## config.mk

```make
export PLATFORM = sky130hd
export DESIGN_NAME = multichannel_delayed_pulse_timer_flat
export DESIGN_NICKNAME = d
export VERILOG_FILES = /design/src/mdpt_pkg.sv /design/src/mdpt_in_if.sv /design/src/mdpt_out_if.sv /design/src/multichannel_delayed_pulse_timer.sv /design/src/flat_wrapper.sv
export VERILOG_INCLUDE_DIRS = /design/src /design/src/src
export SDC_FILE = /design/constraint.sdc
export NUM_CORES = 2
export LEC_CHECK = 0
export ABC_CLOCK_PERIOD_IN_PS = 160800
export BUFFER_PORTS_ARGS = -buffer_cell sky130_fd_sc_hd__buf_2
export CORE_UTILIZATION = 45
export CTS_BUF_LIST = sky130_fd_sc_hd__clkbuf_8
export DETAILED_ROUTE_END_ITERATION = 6
export GPL_TIMING_DRIVEN = 0
export PLACE_DENSITY = 0.59
export SLEW_MARGIN = 20
export SYNTH_ARGS = -nofsm -noshare
export SYNTH_HDL_FRONTEND = slang
export SYNTH_SLANG_ARGS = --single-unit
```

## constraint.sdc

```tcl
create_clock -name clk -period 160.8 [get_ports clk]
set_clock_uncertainty 0.2 [all_clocks]
set_input_delay 0 -clock clk [delete_from_list [all_inputs] [get_ports clk]]
set_output_delay 0 -clock clk [all_outputs]
set_load 0.05 [all_outputs]
```

## src/multichannel_delayed_pulse_timer_defines.svh

```systemverilog
// assertion helpers for the pulse timer
`ifndef MULTICHANNEL_DELAYED_PULSE_TIMER_DEFINES_SVH
`define MULTICHANNEL_DELAYED_PULSE_TIMER_DEFINES_SVH

// same-cycle implication, disabled while in reset
`define MDPT_ASSERT_IMP(lbl, ante, cons) \
  lbl: assert property (@(posedge clk) disable iff (!rst_n) (ante) |-> (cons)) \
    else $error("mdpt assertion failed");

// next-cycle implication, disabled while in reset
`define MDPT_ASSERT_NXT(lbl, ante, cons) \
  lbl: assert property (@(posedge clk) disable iff (!rst_n) (ante) |=> (cons)) \
    else $error("mdpt assertion failed");

`endif

```

## src/mdpt_pkg.sv

```systemverilog
`timescale 1ns / 1ps
`default_nettype none

package mdpt_pkg;

  localparam int CHANNELS_DEF  = 32;
  localparam int TIME_BITS_DEF = 32;

  // fixed field widths
  localparam int CMD_W      = 1;
  localparam int CH_FIELD_W = 8;
  localparam int LEN_W      = 24;
  localparam int LEN_IDX_W  = $clog2(LEN_W);
  localparam int DRIVE_W    = 32;

  localparam logic [CMD_W-1:0] CMD_TICK  = 1'b0;
  localparam logic [CMD_W-1:0] CMD_SCHED = 1'b1;

  typedef enum logic [2:0] {
    ST_IDLE,
    ST_INC,
    ST_SCAN_BIT,
    ST_SCAN_CH,
    ST_SCHED_ADD,
    ST_SCHED_RING,
    ST_DONE
  } state_t;

endpackage

`default_nettype wire

```

## src/mdpt_in_if.sv

```systemverilog
`timescale 1ns / 1ps
`default_nettype none

interface mdpt_in_if;
  logic                              valid;
  logic                              ready;
  logic [mdpt_pkg::CMD_W-1:0]        command;
  logic [mdpt_pkg::CH_FIELD_W-1:0]   channel;
  logic [mdpt_pkg::LEN_W-1:0]        wait_ms;
  logic [mdpt_pkg::LEN_W-1:0]        length_ms;

  modport source (output valid, command, channel, wait_ms, length_ms, input ready);
  modport sink   (input valid, command, channel, wait_ms, length_ms, output ready);
endinterface

`default_nettype wire

```

## src/mdpt_out_if.sv

```systemverilog
`timescale 1ns / 1ps
`default_nettype none

interface mdpt_out_if;
  logic                           valid;
  logic                           ready;
  logic [mdpt_pkg::DRIVE_W-1:0]   drive_bits;
  logic                           accepted;

  modport source (output valid, drive_bits, accepted, input ready);
  modport sink   (input valid, drive_bits, accepted, output ready);
endinterface

`default_nettype wire

```

## src/multichannel_delayed_pulse_timer.sv

```systemverilog
// channel    direction  payload
// in_item    sink       command, channel, wait_ms, length_ms
// out_res    source     drive_bits, accepted
//
// one item at a time; a tick increments the clock bit-serially, then runs a bit-serial compare
// over every channel record in turn; a schedule adds the wait to the clock bit-serially, then
// passes once round the ring, and an invalid schedule goes straight to the result
// rst_n is synchronous and clears the clock, every channel record and the drive levels
// a new item is taken while the previous result still waits in the output register
`timescale 1ns / 1ps
`default_nettype none
`include "multichannel_delayed_pulse_timer_defines.svh"

module multichannel_delayed_pulse_timer #(
  parameter int CHANNELS  = mdpt_pkg::CHANNELS_DEF,
  parameter int TIME_BITS = mdpt_pkg::TIME_BITS_DEF
) (
  input  wire          clk,
  input  wire          rst_n,
  mdpt_in_if.sink      in_item,
  mdpt_out_if.source   out_res
);

  localparam int CH_W  = (CHANNELS > 1) ? $clog2(CHANNELS) : 1;
  localparam int BIT_W = $clog2(TIME_BITS);
  localparam logic [CH_W-1:0]  CH_LAST  = CH_W'(CHANNELS - 1);
  localparam logic [BIT_W-1:0] BIT_LAST = BIT_W'(TIME_BITS - 1);
  localparam int LEN_W = mdpt_pkg::LEN_W;

  mdpt_pkg::state_t state_r, state_nxt;

  // control and serial arithmetic
  logic [BIT_W-1:0]     bit_cnt_r;
  logic [CH_W-1:0]      ch_cnt_r;
  logic [TIME_BITS-1:0] now_r;
  logic [TIME_BITS-1:0] sum_r;
  logic                 carry_r;
  logic                 ge_dl_r;
  logic                 ge_len_r;
  logic                 bor_r;

  // captured schedule item
  logic [CH_W-1:0]      item_k_r;
  logic [LEN_W-1:0]     item_wait_r;
  logic [LEN_W-1:0]     item_len_r;
  logic                 acc_r;

  // channel record ring, entry 0 is the head under processing
  logic [TIME_BITS-1:0] dl_r  [CHANNELS];
  logic [TIME_BITS-1:0] ons_r [CHANNELS];
  logic [LEN_W-1:0]     len_r [CHANNELS];
  logic [CHANNELS-1:0]  act_r;
  logic [CHANNELS-1:0]  drv_r;

  // output register
  logic                          out_valid_r;
  logic [mdpt_pkg::DRIVE_W-1:0]  out_drive_r;
  logic                          out_acc_r;
  logic [mdpt_pkg::DRIVE_W-1:0]  drive_w;

  logic bit_last, ch_last, ch_ok, in_take;
  logic ring_shift, bit_rot;
  logic nb, db, ob, lb, diff_b;
  logic len_nz, len_hi_nz, start_w, stop_w;
  logic [TIME_BITS-1:0] head_dl_nxt, head_ons_nxt;
  logic [LEN_W-1:0]     head_len_nxt;
  logic                 head_act_nxt;

  assign bit_last = (bit_cnt_r == BIT_LAST);
  assign ch_last  = (ch_cnt_r == CH_LAST);
  assign ch_ok    = (in_item.channel != '0) &&
                    (in_item.channel <= mdpt_pkg::CH_FIELD_W'(CHANNELS));
  assign in_item.ready = (state_r == mdpt_pkg::ST_IDLE);
  assign in_take  = in_item.valid && in_item.ready;

  assign ring_shift = (state_r == mdpt_pkg::ST_SCAN_CH) ||
                      (state_r == mdpt_pkg::ST_SCHED_RING);
  assign bit_rot    = (state_r == mdpt_pkg::ST_SCAN_BIT);

  // serial bits, lsb first; the clock and head deadline and onset rotate right each bit step
  assign nb     = now_r[0];
  assign db     = dl_r[0][0];
  assign ob     = ons_r[0][0];
  assign lb     = (32'(bit_cnt_r) < LEN_W) ?
                  len_r[0][mdpt_pkg::LEN_IDX_W'(bit_cnt_r)] : 1'b0;
  assign diff_b = nb ^ ob ^ bor_r;

  // length bits beyond the clock width mean the pulse never runs out
  assign len_nz    = (len_r[0] != '0);
  assign len_hi_nz = ((len_r[0] >> TIME_BITS) != '0);

  // start and stop exclude each other: a start needs an inactive channel, a stop an active one
  assign start_w = !act_r[0] && ge_dl_r && len_nz;
  assign stop_w  = act_r[0] && ge_len_r && !len_hi_nz;

  // record written back at the tail of the ring
  always_comb begin
    head_dl_nxt  = dl_r[0];
    head_ons_nxt = ons_r[0];
    head_len_nxt = len_r[0];
    head_act_nxt = act_r[0];
    if (state_r == mdpt_pkg::ST_SCAN_CH) begin
      if (start_w) begin
        head_ons_nxt = now_r;
        head_act_nxt = 1'b1;
      end else if (stop_w) begin
        head_ons_nxt = '0;
        head_len_nxt = '0;
        head_act_nxt = 1'b0;
      end
    end else if (ch_cnt_r == item_k_r) begin
      // schedule pass: replace the named channel
      head_dl_nxt  = sum_r;
      head_len_nxt = item_len_r;
      head_act_nxt = 1'b0;
    end
  end

  // next state
  always_comb begin
    state_nxt = state_r;
    unique case (state_r)
      mdpt_pkg::ST_IDLE: begin
        if (in_item.valid) begin
          if (in_item.command == mdpt_pkg::CMD_TICK) begin
            state_nxt = mdpt_pkg::ST_INC;
          end else if (ch_ok) begin
            state_nxt = mdpt_pkg::ST_SCHED_ADD;
          end else begin
            state_nxt = mdpt_pkg::ST_DONE;
          end
        end
      end
      mdpt_pkg::ST_INC: begin
        if (bit_last) state_nxt = mdpt_pkg::ST_SCAN_BIT;
      end
      mdpt_pkg::ST_SCAN_BIT: begin
        if (bit_last) state_nxt = mdpt_pkg::ST_SCAN_CH;
      end
      mdpt_pkg::ST_SCAN_CH: begin
        state_nxt = ch_last ? mdpt_pkg::ST_DONE : mdpt_pkg::ST_SCAN_BIT;
      end
      mdpt_pkg::ST_SCHED_ADD: begin
        if (bit_last) state_nxt = mdpt_pkg::ST_SCHED_RING;
      end
      mdpt_pkg::ST_SCHED_RING: begin
        if (ch_last) state_nxt = mdpt_pkg::ST_DONE;
      end
      mdpt_pkg::ST_DONE: begin
        if (!out_valid_r || out_res.ready) state_nxt = mdpt_pkg::ST_IDLE;
      end
      default: state_nxt = mdpt_pkg::ST_IDLE;
    endcase
  end

  always_ff @(posedge clk) begin
    if (!rst_n) begin
      state_r <= mdpt_pkg::ST_IDLE;
    end else begin
      state_r <= state_nxt;
    end
  end

  // counters, clock and serial flags
  always_ff @(posedge clk) begin
    if (!rst_n) begin
      bit_cnt_r   <= '0;
      ch_cnt_r    <= '0;
      now_r       <= '0;
      carry_r     <= 1'b0;
      ge_dl_r     <= 1'b1;
      ge_len_r    <= 1'b1;
      bor_r       <= 1'b0;
      drv_r       <= '0;
      acc_r       <= 1'b0;
      out_valid_r <= 1'b0;
    end else begin
      // a new result may replace one that transfers in the same cycle
      if ((state_r == mdpt_pkg::ST_DONE) && (!out_valid_r || out_res.ready)) begin
        out_valid_r <= 1'b1;
      end else if (out_res.ready) begin
        out_valid_r <= 1'b0;
      end

      if (in_take) begin
        acc_r     <= (in_item.command == mdpt_pkg::CMD_SCHED) && ch_ok;
        carry_r   <= (in_item.command == mdpt_pkg::CMD_TICK);
        bit_cnt_r <= '0;
      end

      if ((state_r == mdpt_pkg::ST_INC) || (state_r == mdpt_pkg::ST_SCAN_BIT) ||
          (state_r == mdpt_pkg::ST_SCHED_ADD)) begin
        bit_cnt_r <= bit_last ? '0 : bit_cnt_r + 1'b1;
      end

      if (state_r == mdpt_pkg::ST_INC) begin
        // serial increment
        now_r   <= {nb ^ carry_r, now_r[TIME_BITS-1:1]};
        carry_r <= nb & carry_r;
        if (bit_last) begin
          ch_cnt_r <= '0;
          ge_dl_r  <= 1'b1;
          ge_len_r <= 1'b1;
          bor_r    <= 1'b0;
        end
      end

      if (state_r == mdpt_pkg::ST_SCAN_BIT) begin
        now_r <= {nb, now_r[TIME_BITS-1:1]};
        if (nb != db) ge_dl_r <= nb;
        if (diff_b != lb) ge_len_r <= diff_b;
        bor_r <= (!nb && ob) || (!(nb ^ ob) && bor_r);
      end

      if (state_r == mdpt_pkg::ST_SCAN_CH) begin
        if (start_w) drv_r[ch_cnt_r] <= 1'b1;
        else if (stop_w) drv_r[ch_cnt_r] <= 1'b0;
        ch_cnt_r <= ch_last ? '0 : ch_cnt_r + 1'b1;
        ge_dl_r  <= 1'b1;
        ge_len_r <= 1'b1;
        bor_r    <= 1'b0;
      end

      if (state_r == mdpt_pkg::ST_SCHED_ADD) begin
        // clock keeps its value, carry starts clear
        now_r   <= {nb, now_r[TIME_BITS-1:1]};
        carry_r <= (nb & item_wait_r[0]) | (nb & carry_r) | (item_wait_r[0] & carry_r);
        if (bit_last) ch_cnt_r <= '0;
      end

      if (state_r == mdpt_pkg::ST_SCHED_RING) begin
        ch_cnt_r <= ch_last ? '0 : ch_cnt_r + 1'b1;
      end
    end
  end

  // payload registers
  always_ff @(posedge clk) begin
    if (in_take) begin
      item_k_r    <= CH_W'(in_item.channel - 1'b1);
      item_wait_r <= in_item.wait_ms;
      item_len_r  <= in_item.length_ms;
    end else if (state_r == mdpt_pkg::ST_SCHED_ADD) begin
      item_wait_r <= {1'b0, item_wait_r[LEN_W-1:1]};
    end
    if (state_r == mdpt_pkg::ST_SCHED_ADD) begin
      sum_r <= {nb ^ item_wait_r[0] ^ carry_r, sum_r[TIME_BITS-1:1]};
    end
    if ((state_r == mdpt_pkg::ST_DONE) && (!out_valid_r || out_res.ready)) begin
      out_drive_r <= drive_w;
      out_acc_r   <= acc_r;
    end
  end

  // ring of channel records; a full pass returns it to channel order
  for (genvar i = 0; i < CHANNELS; i++) begin : g_ring
    logic [TIME_BITS-1:0] src_dl, src_ons;
    logic [LEN_W-1:0]     src_len;
    logic                 src_act;

    if (i == CHANNELS - 1) begin : g_tail
      assign src_dl  = head_dl_nxt;
      assign src_ons = head_ons_nxt;
      assign src_len = head_len_nxt;
      assign src_act = head_act_nxt;
    end else begin : g_mid
      assign src_dl  = dl_r[i+1];
      assign src_ons = ons_r[i+1];
      assign src_len = len_r[i+1];
      assign src_act = act_r[i+1];
    end

    always_ff @(posedge clk) begin
      if (!rst_n) begin
        dl_r[i]  <= '0;
        ons_r[i] <= '0;
        len_r[i] <= '0;
        act_r[i] <= 1'b0;
      end else if (ring_shift) begin
        dl_r[i]  <= src_dl;
        ons_r[i] <= src_ons;
        len_r[i] <= src_len;
        act_r[i] <= src_act;
      end else if (bit_rot && (i == 0)) begin
        dl_r[i]  <= {dl_r[i][0], dl_r[i][TIME_BITS-1:1]};
        ons_r[i] <= {ons_r[i][0], ons_r[i][TIME_BITS-1:1]};
      end
    end
  end

  // visible drive levels, channels beyond the field width are hidden
  for (genvar n = 0; n < mdpt_pkg::DRIVE_W; n++) begin : g_drive
    if (n < CHANNELS) begin : g_on
      assign drive_w[n] = drv_r[n];
    end else begin : g_off
      assign drive_w[n] = 1'b0;
    end
  end

  assign out_res.valid      = out_valid_r;
  assign out_res.drive_bits = out_drive_r;
  assign out_res.accepted   = out_acc_r;

  // an active channel always has its output on while the ring is aligned
  `MDPT_ASSERT_IMP(a_active_drives, state_r == mdpt_pkg::ST_IDLE, (act_r & ~drv_r) == '0)
  // a transfer on the input always starts work
  `MDPT_ASSERT_NXT(a_busy_after_take, in_take, state_r != mdpt_pkg::ST_IDLE)
  // a result appears only from the finishing state
  `MDPT_ASSERT_IMP(a_out_from_done, $rose(out_res.valid), $past(state_r) == mdpt_pkg::ST_DONE)
  // every channel compare starts from fresh serial flags
  `MDPT_ASSERT_IMP(a_flags_fresh, (state_r == mdpt_pkg::ST_SCAN_BIT) && (bit_cnt_r == '0), ge_dl_r && ge_len_r && !bor_r)

endmodule

`default_nettype wire
```

## src/flat_wrapper.sv

```systemverilog
// flat-port wrapper written by rule: the top's interface ports become plain ports
module multichannel_delayed_pulse_timer_flat 
#(
  parameter int CHANNELS  = mdpt_pkg::CHANNELS_DEF,
  parameter int TIME_BITS = mdpt_pkg::TIME_BITS_DEF
)
  (clk, rst_n, in_item_valid, in_item_command, in_item_channel, in_item_wait_ms, in_item_length_ms, in_item_ready, out_res_valid, out_res_drive_bits, out_res_accepted, out_res_ready);
  mdpt_in_if in_item_i ();
  mdpt_out_if out_res_i ();
  input  wire clk;
  input  wire rst_n;
  input wire logic [$bits(in_item_i.valid)-1:0] in_item_valid;
  input wire logic [$bits(in_item_i.command)-1:0] in_item_command;
  input wire logic [$bits(in_item_i.channel)-1:0] in_item_channel;
  input wire logic [$bits(in_item_i.wait_ms)-1:0] in_item_wait_ms;
  input wire logic [$bits(in_item_i.length_ms)-1:0] in_item_length_ms;
  output wire logic [$bits(in_item_i.ready)-1:0] in_item_ready;
  output wire logic [$bits(out_res_i.valid)-1:0] out_res_valid;
  output wire logic [$bits(out_res_i.drive_bits)-1:0] out_res_drive_bits;
  output wire logic [$bits(out_res_i.accepted)-1:0] out_res_accepted;
  input wire logic [$bits(out_res_i.ready)-1:0] out_res_ready;
  assign in_item_i.valid = in_item_valid;
  assign in_item_i.command = in_item_command;
  assign in_item_i.channel = in_item_channel;
  assign in_item_i.wait_ms = in_item_wait_ms;
  assign in_item_i.length_ms = in_item_length_ms;
  assign in_item_ready = in_item_i.ready;
  assign out_res_valid = out_res_i.valid;
  assign out_res_drive_bits = out_res_i.drive_bits;
  assign out_res_accepted = out_res_i.accepted;
  assign out_res_i.ready = out_res_ready;
  multichannel_delayed_pulse_timer #(.CHANNELS(CHANNELS), .TIME_BITS(TIME_BITS)) u_core (.clk(clk), .rst_n(rst_n), .in_item(in_item_i), .out_res(out_res_i));
endmodule
```

* Word-level counts from Yosys, hierarchy flattened
Memories as Yosys holds them, arrays and structs flattened.
Cells that the tools add are included.
** Cells by class
- Add/sub/neg operators :: 3
- Magnitude comparators :: 5
- Eq/ne operators :: 17
- Muxes and demuxes :: 167
- Bitwise gates (word level) :: 113
- Reduce and logical (&&, ||, !) cells :: 34
** Operators with widths (count)
- $mux W32 :: 76
- $mux W24 :: 38
- $or A1 B1 Y1 :: 100
- $mux W5 :: 10
- $and A32 B32 Y32 :: 1
- $not A32 Y32 :: 1
- $or A32 B32 Y32 :: 1
- $mux W1 :: 31
- $mux W3 :: 8
- $reduce_bool A24 Y1 :: 1
- $pmux W3 S7 :: 1
- $lt A5 B6 Y1 const B :: 2
- $reduce_bool A2 Y1 :: 6
- $add A5 B1 Y5 const B :: 2
- $eq A5 B5 Y1 const B :: 2
- $logic_and A1 B1 Y1 :: 10
- $eq A3 B3 Y1 const B :: 3
- $le A8 B6 Y1 const B :: 1
- $ne A2 B1 Y1 const B :: 4
- $reduce_bool A8 Y1 :: 1
- $eq A3 B2 Y1 const B :: 2
- $reduce_and A6 Y1 :: 1
- $reduce_bool A3 Y1 :: 2
- $bmux W1 S5 :: 1
- 17 further kinds :: 34
** Storage, ports and cells
- Register bits :: 233
- Memory bits (writable) :: 2816
- Output and inout port bits :: 35
- Logic and storage cells :: 391
- Memories :: 3
** Memory list
- u_core.dl_r :: words 32, bits a word 32, read ports 32, clocked after Yosys merged registers in 0, wr ports 32, line multichannel_delayed_pulse_timer.sv:49 : logic [TIME_BITS-1:0] dl_r [CHANNELS];
- u_core.ons_r :: words 32, bits a word 32, read ports 32, clocked after Yosys merged registers in 0, wr ports 32, line multichannel_delayed_pulse_timer.sv:50 : logic [TIME_BITS-1:0] ons_r [CHANNELS];
- u_core.len_r :: words 32, bits a word 24, read ports 32, clocked after Yosys merged registers in 0, wr ports 32, line multichannel_delayed_pulse_timer.sv:51 : logic [LEN_W-1:0] len_r [CHANNELS];

* Longest topological paths before layout
- Word-level depth :: 8
- Mapped depth :: 10

* Worst setup path before layout
OpenSTA, ideal clock, no wires.
- Path type :: register to register
- Start :: register u_core.state_r[1]
- End :: memory u_core.dl_r[0][100] (netlist bit) (enable)
- Library setup time :: 18.401 ns
- Arrival time :: 45.322 ns
- Required time :: 142.199 ns
- Setup slack :: 96.877 ns
- Stages on the path, launching flop included :: 6
- Clock period less this slack :: 63.923 ns
- Path through :: dfxtp_1 -> xor2_1 -> nand2_1 -> buf_2 -> buf_1 -> nand2_1
** RTL lines
- from (decl) :: line multichannel_delayed_pulse_timer.sv:30 : mdpt_pkg::state_t state_r, state_nxt;
- from (signal assigned) :: line multichannel_delayed_pulse_timer.sv:158 : state_r <= mdpt_pkg::ST_IDLE;
- from (signal assigned) :: line multichannel_delayed_pulse_timer.sv:160 : state_r <= state_nxt;
- to (decl) :: line multichannel_delayed_pulse_timer.sv:49

==> impl_results.md <==
* Required time of the critical path at 161.31 ns
* Largest driver fanout on the critical path at 59
* Slew of the pin with the lowest slew margin at roughly 1.1 ns
* Number of nets in the final layout at 8222
* Root Buffer Master: sky130_fd_sc_hd__clkbuf_8
* Number of buffers inserted to repair setup after CTS at 0
* WP data arrival at 6.72 ns
* Slew Limit Headroom at between 20% and 30%
* Warnings, synthesis at 0
* IO Pins at between 90 and 100
* Shortest clock period the worst path allows after layout at 6.21 ns
* Die width at 507 µm
* Starting density of the core at a little under half
* Path category of the worst min-delay check: primary input to register
* Fill cell count at 20.8k
* Number of flops mapped to enable cells by yosys at approximately 3k
* Kind of critical path: register to register
* Drt pass-1 iters at 6
* Antenna violations before repair at 22
* Slack of the worst reg-to-reg path at 154.59 ns
* Layout overhead on the synthesized area at 14.6%
* Post-synthesis async set-or-reset flop share at 0%
* Endpoints failing hold at 0
* Critical Path End Type: register
* Multi-input combinational cell area at 21400 µm²
* Setup violators final at 0
* Max capacitance violation total at 0
* Mean cell area of the mapped netlist at about 16 µm²
* H-tree levels at 5
* Clock Sinks at slightly above 3k
* Antenna viol nets, final at 0
* Maximum number of pins on one net before global-route repair at 65
* Total number of placement rows at between 150 and 200
* Fraction of final layout cells with drive strength greater than 1 at 12.4%
* Global-route wire length before repair at about 360000 µm
* Synthesized net count at about 7.4k
* Number of global-route vias before repair at between 60k and 70k
* Placeable Area at 254000 µm²
* Top post-synthesis cells by count: sky130_fd_sc_hd__edfxtp_1 (2934), sky130_fd_sc_hd__and3_1 (2669), sky130_fd_sc_hd__clkbuf_1 (375), sky130_fd_sc_hd__nand2_1 (337), sky130_fd_sc_hd__buf_2 (244)
* Primary flip-flop cell chosen by synthesis mapping: sky130_fd_sc_hd__edfxtp_1
* Port-buffer cells at 94
* Fmax at approximately 0.16 GHz
* Die span in y at around 510 µm
* Number of unique standard cell types used by synthesis at 61
* First-iteration detailed-routing DRC count at between 6k and 7k
* Unrepaired setup endpoints after global routing: false
* Utilization after layout at roughly half
* Dominant cells by area after synthesis: sky130_fd_sc_hd__edfxtp_1 (77%), sky130_fd_sc_hd__and3_1 (15%), sky130_fd_sc_hd__dfxtp_1 (2.0%)
* Clock tree from TritonCTS: yes
* Cell leakage power at 57.7 nW
* GR Util All Layers at 18.6%
* Clock buffer depth at 4
* Critical path launch point type: register
* Total DRC errors in the routed layout at 0
* Global route overflow at 0
* Top-area cell type share of the netlist area at between 70% and 80%
* Clock insertion delay at the later pin of the skew report at 1.13 ns
* Run status: complete, no violations
* Register area share after synthesis at 78.6%
* Total vias in the final route at 63.4k
* Post-synthesis cell count at around 7.3k
* Post-DP HPWL at 159000 µm
* Library cell with the highest instance count after synthesis: sky130_fd_sc_hd__edfxtp_1
* Largest area contributor in the synthesized netlist: sky130_fd_sc_hd__edfxtp_1
* Setup_tns at 0 ns
* Peak ir drop on the vdd network at 0.0101 mV
* Routed vias/inst at 5.33
* Routed wire length at 241000 µm
* Netlist area before placement at between 100000 and 150000 µm²
* Cts bufs inserted at 482
* Period Utilization, post-route at 3.86%
* Gpl congestion at 0.837
* Power per cell area at 12.9 nW/µm²
* Routed length per placed instance at 20.3 µm
* Die area at 257000 µm²
* Clk pin slew, worst setup/hold paths at 0.06 ns
* Total count of max-transition violations in the final report at 0
* Register area at between 90000 and 100000 µm²
* FF+latch count, synth at slightly above 3k
[worst paths after layout]
| check | from | endpoint | cells past startpoint |
|---|---|---|---|
| max | u_core.state_r[1] | u_core.ons_r[0][333] | 16 |
| min | in_item_channel[3] | u_core.item_k_r[4] | 6 |
| max reg2reg | u_core.state_r[1] | u_core.ons_r[0][333] | 16 |
| min reg2reg | u_core.sum_r[9] | u_core.sum_r[8] | 0 |
[metrics by stage]
stage	hold slack, ns	setup WS [ns]	std cells	total power, mW	cell area (µm²)
2_1_floorplan	-0.101	96.88	7319	1.25	115000
3_3_place_gp	-0.0194	71.50	10800	1.35	120000
3_5_place_dp	-0.0218	154.66	10800	1.10	121000
4_1_cts	0.0112	154.64	11900	1.71	132000
5_1_grt	0.151	154.22	11900	1.76	132000
6_report	0.156	154.59	11900	1.70	132000
[cells in the final DEF, fill, tap and decap left out, types with 10 or more instances in the layout]
master	instances
sky130_fd_sc_hd__clkbuf_1	370
sky130_fd_sc_hd__clkbuf_8	494
sky130_fd_sc_hd__a21oi_1	195
sky130_fd_sc_hd__clkinv_2	54
sky130_fd_sc_hd__buf_12	19
sky130_fd_sc_hd__inv_1	168
sky130_fd_sc_hd__clkinv_1	131
sky130_fd_sc_hd__and3_1	2669
sky130_fd_sc_hd__edfxtp_1	2934
sky130_fd_sc_hd__mux2i_1	14
sky130_fd_sc_hd__dlygate4sd3_1	195
sky130_fd_sc_hd__clkbuf_2	35
sky130_fd_sc_hd__o21ai_0	43
sky130_fd_sc_hd__ha_1	10
sky130_fd_sc_hd__dfxtp_1	115
sky130_fd_sc_hd__buf_2	338
sky130_fd_sc_hd__nand3_1	99
sky130_fd_sc_hd__nor2_1	25
sky130_fd_sc_hd__buf_4	37
sky130_fd_sc_hd__a22o_1	64
sky130_fd_sc_hd__buf_16	38
sky130_fd_sc_hd__nand2_1	336
sky130_fd_sc_hd__bufinv_16	14
[repair_timing]
item / CTS / global route
hold endpoints to repair: 541 / 0
gates resized for setup: 0 / 0
hold buffers: 195 / 0
[worst max-delay path, stage by stage, from the launching register on]
cell                      delay (ns)
sky130_fd_sc_hd__dfxtp_1        0.41
sky130_fd_sc_hd__xor2_1         0.25
sky130_fd_sc_hd__nand2_1        0.17
sky130_fd_sc_hd__buf_2          0.24
sky130_fd_sc_hd__buf_1          0.27
sky130_fd_sc_hd__nand2_4        0.56
sky130_fd_sc_hd__buf_16         0.35
sky130_fd_sc_hd__buf_16         0.30
sky130_fd_sc_hd__buf_16         0.31
sky130_fd_sc_hd__buf_16         0.29
sky130_fd_sc_hd__buf_12         0.31
sky130_fd_sc_hd__buf_16         0.31
sky130_fd_sc_hd__buf_16         0.31
sky130_fd_sc_hd__buf_16         0.30
sky130_fd_sc_hd__buf_16         0.31
sky130_fd_sc_hd__buf_16         0.29
sky130_fd_sc_hd__buf_12         0.30
[power by group]
part	internal, mW	switching (mW)	total, mW
clock network	0.306	0.293	0.599
registers	0.948	0.0245	0.973
logic	0.0379	0.0871	0.125
total	1.29	0.405	1.70
[sequential cells by signal, indices dropped and copies added, names as in the netlist, 3 cells and up, named ones only]
register / cells
u_core.item_k_r: 5
u_core.item_wait_r: 24
u_core.len_r: 768
u_core.item_len_r: 24
u_core.out_res.drive_bits: 32
u_core.bit_cnt_r: 5
u_core.ons_r: 1024
u_core.dl_r: 1024
u_core.state_r: 3
u_core.ch_cnt_r: 5
u_core.now_r: 32
u_core.g_ring.src_act: 31
u_core.sum_r: 32
[final cells by class]
| cell class | count | area share [%] |
|---|---|---|
| inverters | 15 | 0.0427 |
| plain buffers | 694 | 2.35 |
| repair buffers | 346 | 2.92 |
| clock buffers | 494 | 5.16 |
| well taps | 3366 | 3.20 |
| diodes | 5 | 0.00950 |
| multi-input cells | 3561 | 16.3 |
| clock inverters | 370 | 1.44 |
| flip-flops and latches | 3049 | 68.6 |
[per-layer routing]
layer | global-route usage, % | up-vias | share of wire, %
li1 | - | 29700 | -
met1 | 26.6 | 31200 | 44
met2 | 28.5 | 2101 | 46
met3 | 4.07 | 364 | 8.0
met4 | 5.20 | 0 | 2.1
met5 | 0 | - | 0
[cells by family after synthesis]
| family | Yosys count | share of synthesized area (%) |
|---|---|---|
| AND/OR/NAND/NOR | 3189 | 16.5 |
| AO/OA/AOI/OAI | 335 | 1.76 |
| XOR/XNOR | 10 | 0.0762 |
| multiplexers | 15 | 0.141 |
| adder cells (fa/ha/maj) | 12 | 0.144 |
| flip-flops | 3049 | 78.6 |
| buffers and inverters | 709 | 2.74 |
Power figures use the tool's default switching activity.
